**src/rtl/psme_ram.sv**
```systemverilog
`default_nettype none
// ----------------------------------------------------------------------------
// psme_ram
// Generic simple dual-port RAM, one write port, one registered read port.
// ----------------------------------------------------------------------------
module psme_ram #(
	parameter int WIDTH = 32,
	parameter int DEPTH = 16
) (
	input  logic                     clk,
	input  logic                     we,
	input  logic [$clog2(DEPTH)-1:0] waddr,
	input  logic [WIDTH-1:0]         wdata,
	input  logic                     re,
	input  logic [$clog2(DEPTH)-1:0] raddr,
	output logic [WIDTH-1:0]         rdata
);

	logic [WIDTH-1:0] mem [DEPTH];

	always_ff @(posedge clk) begin
		if (we) begin
			mem[waddr] <= wdata;
		end
		if (re) begin
			rdata <= mem[raddr];
		end
	end

endmodule
`default_nettype wire

```
**config.mk**
```make
export PLATFORM = sky130hd
export DESIGN_NAME = psme_ram
export DESIGN_NICKNAME = d
export VERILOG_FILES = /design/src/rtl/psme_ram.sv
export SDC_FILE = /design/constraint.sdc
export NUM_CORES = 1
export LEC_CHECK = 0
export BUFFER_PORTS_ARGS = -buffer_cell sky130_fd_sc_hd__buf_2
export CAP_MARGIN = 0
export CORE_ASPECT_RATIO = 1.4
export CORE_MARGIN = 2
export CORE_UTILIZATION = 61
export DETAILED_ROUTE_END_ITERATION = 10
export PLACE_DENSITY = 0.84
export SLEW_MARGIN = 20
export SYNTH_ARGS = -nofsm -noshare
export SYNTH_HDL_FRONTEND = slang
export SYNTH_SLANG_ARGS = --single-unit
export TNS_END_PERCENT = 20
```
**constraint.sdc**
```tcl
create_clock -name clk -period 5.1 [get_ports clk]
set_input_delay 0.765 -clock clk [delete_from_list [all_inputs] [get_ports clk]]
set_output_delay 0.765 -clock clk [all_outputs]
set_load 0.01 [all_outputs]
```
==> flow_summary.json, run 1 <==
{
  "outcome": "complete, no violations",
  "final.setup.tns_ns": 0,
  "powerDensity_nw_per_um2": 388,
  "grtUsageMet3_pct": 5.08,
  "whs_path_depth": 1,
  "grt_util_met1_pct": 37.8,
  "hold_violations": 0,
  "ir_drop_v": 0.000267,
  "ctsHoldBuffers": 0,
  "cts_buffers": 46,
  "num_vias": 9449,
  "avgSynthCellArea_um2": 24.1,
  "start_util_pct": 62.1,
  "syn-num-nets": 881,
  "yosys_warnings": 0,
  "r2r_cells": 3,
  "cts.sinks": 544,
  "fin_crit_sh_pct": 48.9,
  "hold_end": "mem[14][23]",
  "synth.distinct_cells": 17,
  "cts_resized": 0,
  "finClkSkew_ns": 0.0178,
  "r2r-start": "mem[11][10]",
  "fp.dieW_um": 158,
  "setup_viol": 0,
  "drive_gt1_share_pct": 31.8,
  "grt_max_degree": 67,
  "synthTopCellsByArea": "edfxtp_1, mux4_2, a22oi_1",
  "viasPerCell": 6.68,
  "max_stage_delay_ns": 0.57,
  "cp-start-kind": "input port",
  "total_power_mw": 8.80,
  "cp_top_family": "buffers and inverters",
  "die_h_um": 219,
  "antenna_found_initial": 3,
  "insertion_delay_ns": 0.57,
  "cp.arrival_ns": 2.78,
  "grt_pass1_wl_um": 65800,
  "drtIter0Drc": 1339,
  "dieArea_um2": 34600,
  "reg2reg_to": "rdata[10]",
  "leakagePower_nw": 7.21,
  "overflow": 0,
  "cts_buffer_depth": 3,
  "drv_cap": 0,
  "min-delay-start": "wdata[23]",
  "required_ns": 5.39,
  "track_usage_pct": 27.1,
  "path_clk_slew_ns": 0.06,
  "slowest_stage": "clkbuf_8",
  "yosys.area.top_type_share_pct": 81.0,
  "root_buffer": "clkbuf_16",
  "grt_pass1_vias": 10041,
  "ioPinCount": 75,
  "postRouteAntennaNets": 0,
  "worstPathCellList": "clkbuf_8 -> buf_4 -> mux4_2 -> a22oi_1 -> nand2_1",
  "synth-seq-cells": 544,
  "hpwl_um": 20600,
  "synthCells": 838,
  "use_met2_pct": 44.4,
  "fmax_mhz": 401,
  "fin_nets": 985,
  "rows": 78,
  "ys_seq_area_share_pct": 81.0,
  "relSlewSlack_pct": 24.5,
  "reg2reg_slack_ns": 3.53,
  "fin_crit_ns": 2.49,
  "yosysTopAreaCell": "edfxtp_1",
  "criticalPathCategory": "input port to register",
  "gp_congestion": 0.693,
  "worst_pin_slew_ns": 1.13,
  "design.core.area_um2": 32500,
  "holdCritPathClass": "input port to register",
  "slew_violations": 0,
  "rsz0062_at_grt": "no",
  "port_buffers": 74,
  "drc": 0,
  "top_usage_layer": "met2",
  "timing.hold.ws_ns": 0.567,
  "cts_tree": "done",
  "post_cts_buffers": 0,
  "wl_per_cell_um": 31.4,
  "area_growth_pct": 12.4,
  "first_pass_iters": 5,
  "crit_fanout": 61,
  "cts_htree_levels": 2,
  "path_buf_inv": 2,
  "syn_area_um2": 20200,
  "wl_um": 44300,
  "end_kind": "register"
}
## cell usage in the layout, fill, tap and decap left out, types with 2 or more instances in the layout
cell type,netlist,routed
bufinv_16,0,2
clkinv_1,0,8
buf_16,0,2
nor3_2,0,4
clkbuf_1,17,9
mux4_2,128,128
nor2_4,0,13
nand3b_1,2,2
buf_2,4,72
clkinv_2,0,9
clkbuf_16,0,47
nor2b_4,0,2
buf_4,11,20
diode_2,0,2
edfxtp_1,544,544
nand2_1,33,33
buf_12,0,4
nand2b_1,2,2
a22oi_1,64,64
## final cells by class
type	instances	area [um2]
flip-flops and latches	544	16300
fillers	1790	9830
multi-input cells	251	3750
clock buffers	56	1210
repair buffers	99	659
well taps	440	551
clock inverters	22	160
diodes	2	5.00
## cells by family (layout without fill, tap and decap cells)
kind of cell	count (synthesis)	after routing	share of synthesized area (%)
buffers and inverters	43	177	1.10
AOI/OAI and AO/OA	64	64	2.38
other	0	2	0
and+or+nand+nor	59	59	1.25
muxes	128	128	14.3
DFF	544	544	81.0
## per-stage QoR
stage / area (um2) / std cells / util, % / setup slack [ns]
finish: 22700 / 1414 / 69.8 / 2.61
global route: 22700 / 1412 / 69.7 / 2.41
CTS: 22600 / 1411 / 69.7 / 2.51
detailed placement: 21300 / 1333 / 65.5 / 2.01
global placement: 21200 / 1330 / 65.2 / 2.05
floorplan: 20200 / 838 / - / 1.16
## power breakdown
part / internal (mW) / switching [mW] / total [mW]
combinational: 0.179 / 0.265 / 0.444
clock: 1.78 / 1.50 / 3.29
sequential: 5.04 / 0.0342 / 5.07
total: 7.00 / 1.80 / 8.80
## worst max-delay path by stage
stage,startpoint,end,cells past startpoint
finish,raddr[0],rdata[28],5
global route,raddr[0],rdata[28],5
CTS,raddr[0],rdata[28],5
detailed placement,raddr[0],rdata[28],5
global placement,raddr[0],rdata[28],5
floorplan,waddr[2],mem[0][0],2
## sequential cells by signal, indices dropped and copies added (netlist names)
signal and cells:
mem 512, rdata 32
## cells in the mapped netlist
library cell / number
a22oi_1: 64
or3b_2: 1
nand3b_1: 2
nand3_1: 1
mux4_2: 128
nor3_1: 4
buf_4: 11
nand2b_1: 2
buf_1: 9
nand2_1: 33
buf_2: 4
edfxtp_1: 544
nor2_1: 13
buf_6: 2
clkbuf_1: 17
nor2b_1: 2
and2_1: 1
## per-layer routing
layer  part of all wire [%]  routed length, um
met4                    2.7               1190
met1                     37              16300
met3                    9.1               4050
met5                  0.025                 11
met2                     51              22800
(Power assumes the default switching activity.)
==> inputs of run 2 (changes only) <==
- ABC_AREA: default -> 1
- CORE_UTILIZATION: 61 -> 62
- PLACE_DENSITY: 0.84 -> 0.85
- clock period: 5.1 -> 2.42 ns (I/O delays scaled with it)
==> run 2 against run 1 <==
Net effect:
- sequential cell count stayed put
- design area is 12% higher
- utilization is 0.21 points lower
- non-clock buffer count is 24 higher
- count of clock-buffer cells in the layout is 3 lower
- clock power is 120% higher
- critical endpoint is now rdata[12]
==> flow_summary.json, run 2 <==
{
  "outcome": "complete, no violations",
  "dp_slack_ns": 0.502,
  "reg2reg_to": "rdata[17]",
  "grt_pass1_vias": 16140,
  "track_usage_pct": 28.7,
  "synth_top_family_by_area": "simple AND/OR/NAND/NOR gates",
  "port_buffers": 74,
  "wl_um": 55300,
  "design.core.area_um2": 36700,
  "start_util_pct": 62.9,
  "timing.hold.ws_ns": 0.173,
  "reg2reg_slack_ns": 1.15,
  "fmax_mhz": 642,
  "cp_top_family": "flip-flops",
  "layout.cells.most_common_list": "nand2_1, edfxtp_1, inv_1",
  "setup_viol": 0,
  "synth_commonest_cells": "nand2_1, edfxtp_1, inv_1",
  "rows": 83,
  "cts_buffer_depth": 3,
  "top_regs": "mem x512, rdata x32",
  "leakagePower_nw": 10.9,
  "ys_async_sr_fraction_pct": 0,
  "ir_drop_v": 0.000578,
  "p_seq_share_pct": 55.3,
  "grt_max_degree": 129,
  "cts.sinks": 544,
  "p_int_mw": 15.0,
  "largest-register": "mem",
  "synthCells": 2120,
  "slew_violations": 0,
  "drive_gt1_share_pct": 9.76,
  "ctsHoldBuffers": 0,
  "required_ns": 2.06,
  "pwr-share-clk_pct": 38.2,
  "path_buf_inv": 1,
  "cts_tree": "done",
  "layout_commonest_cell": "nand2_1",
  "overflow": 0,
  "worstPathCellList": "buf_2",
  "insertion_delay_ns": 0.57,
  "area_growth_pct": 10.6,
  "whs_path_depth": 1,
  "fp.dieW_um": 167,
  "highest_layer": "met5",
  "nFillCells": 2268,
  "relSlewSlack_pct": 52.6,
  "synth_most_common_cell": "nand2_1",
  "synth_compound_area_share_pct": 0,
  "wl_per_cell_um": 20.6,
  "largest_reg_flops": 512,
  "max_stage_delay_ns": 0.45,
  "synthTopCellsByArea": "edfxtp_1, nand2_1, nand3_1",
  "met2RoutedLength_um": 27800,
  "swShare_pct": 22.3,
  "yosys_warnings": 0,
  "yosys.area.top_type_share_pct": 70.9,
  "end_kind": "output port",
  "num_vias": 15725,
  "rsz0062_at_grt": "no",
  "cp.arrival_ns": 1.20,
  "dieArea_um2": 38800,
  "gp_congestion": 0.814,
  "synthAdderAreaFrac_pct": 0,
  "cts_buffers": 47,
  "root_buffer": "clkbuf_16",
  "setup_ws_ns": 0.861,
  "r2r-start": "mem[14][17]",
  "synth-simple-area-share_pct": 19.7,
  "post_cts_buffers": 0,
  "avgSynthCellArea_um2": 10.9,
  "r2r_cells": 6,
  "criticalPathCategory": "register to output port",
  "hpwl_um": 30300,
  "drv_cap": 0,
  "holdCritPathClass": "input port to register",
  "yosysTopAreaCell": "edfxtp_1",
  "finClkSkew_ns": 0.0139,
  "ioPinCount": 75,
  "ys_seq_area_share_pct": 70.9,
  "cts_resized": 0,
  "first_pass_iters": 5,
  "crit_fanout": 1,
  "fin_nets": 2230,
  "drtIter0Drc": 1949,
  "syn-num-nets": 2163,
  "cts_htree_levels": 2,
  "antenna_found_initial": 1,
  "viasPerCell": 5.84,
  "wl_met3_um": 6160,
  "synthMuxAreaShare_pct": 0,
  "grt_pass1_wl_um": 85100,
  "drc": 0,
  "final.setup.tns_ns": 0,
  "synth.distinct_cells": 14,
  "power_frac_comb_pct": 6.5,
  "hold_violations": 0,
  "worst_pin_slew_ns": 0.711,
  "die_h_um": 232,
  "powerDensity_nw_per_um2": 757,
  "fin_crit_sh_pct": 64.4,
  "cp-start-kind": "register",
  "power.switching_mw": 4.30,
  "hold_end": "mem[2][20]",
  "ys_dominant_reg_cell": "edfxtp_1",
  "fin_crit_ns": 1.56,
  "synth_edf_count": 544,
  "diodes": 0,
  "synth_xor_area_share_pct": 0,
  "postRouteAntennaNets": 0,
  "synth-seq-cells": 544,
  "syn_area_um2": 23100,
  "path_clk_slew_ns": 0.06,
  "min-delay-start": "wdata[20]",
  "wl_met1_um": 18100,
  "slowest_stage": "edfxtp_1"
}
run 2: layout make-up:
| cell class | count | area (um2) | share of cell area (%) |
|---|---|---|---|
| clock buffers | 53 | 1240 | 4.87 |
| clock inverters | 33 | 263 | 1.03 |
| inverters | 390 | 1470 | 5.77 |
| multi-input cells | 1081 | 4670 | 18.3 |
| flip-flops and latches | 544 | 16300 | 64.1 |
| well taps | 467 | 584 | 2.29 |
| repair buffers | 123 | 935 | 3.67 |
run 2: kinds of logic after synthesis:
kind of cell | after synthesis
AND/OR/NAND/NOR | 1081
buffers and inverters | 495
flip-flops | 544
run 2: worst max path at each step:
stage,startpoint,end,slack (ns),cells past startpoint
final,rdata[12],rdata[12],0.86,1
after global routing,rdata[12],rdata[12],0.84,1
after CTS,rdata[10],rdata[10],0.85,1
after detailed placement,waddr[2],mem[10][15],0.50,4
after global placement,we,mem[13][16],0.52,4
after floorplan,waddr[2],mem[10][0],0.06,2
run 2: layer usage:
layer,vias up,GRT usage [%]
li1,6988,-
met1,7342,33.7
met2,1134,48.6
met3,259,5.83
met4,2,18.2
met5,-,0
run 2: power groups by stage:
stage          combinational (mW)  sequential (mW)  clock [mW]
5_1_grt                      1.37             10.7        7.69
6_report                     1.26             10.7        7.36
2_1_floorplan               0.719             10.9           0
4_1_cts                      1.24             10.7        7.37
3_5_place_dp                 1.22             10.9           0
3_3_place_gp                 1.17             10.9           0
run 2: per-stage QoR:
stage | area, um2 | cells | utilization (%) | power [mW]
2_1_floorplan | 23100 | 2120 | - | 11.6
3_3_place_gp | 24000 | 2605 | 65.4 | 12.0
3_5_place_dp | 24000 | 2605 | 65.4 | 12.1
4_1_cts | 25500 | 2691 | 69.6 | 19.3
5_1_grt | 25500 | 2691 | 69.6 | 19.7
6_report | 25500 | 2691 | 69.6 | 19.3
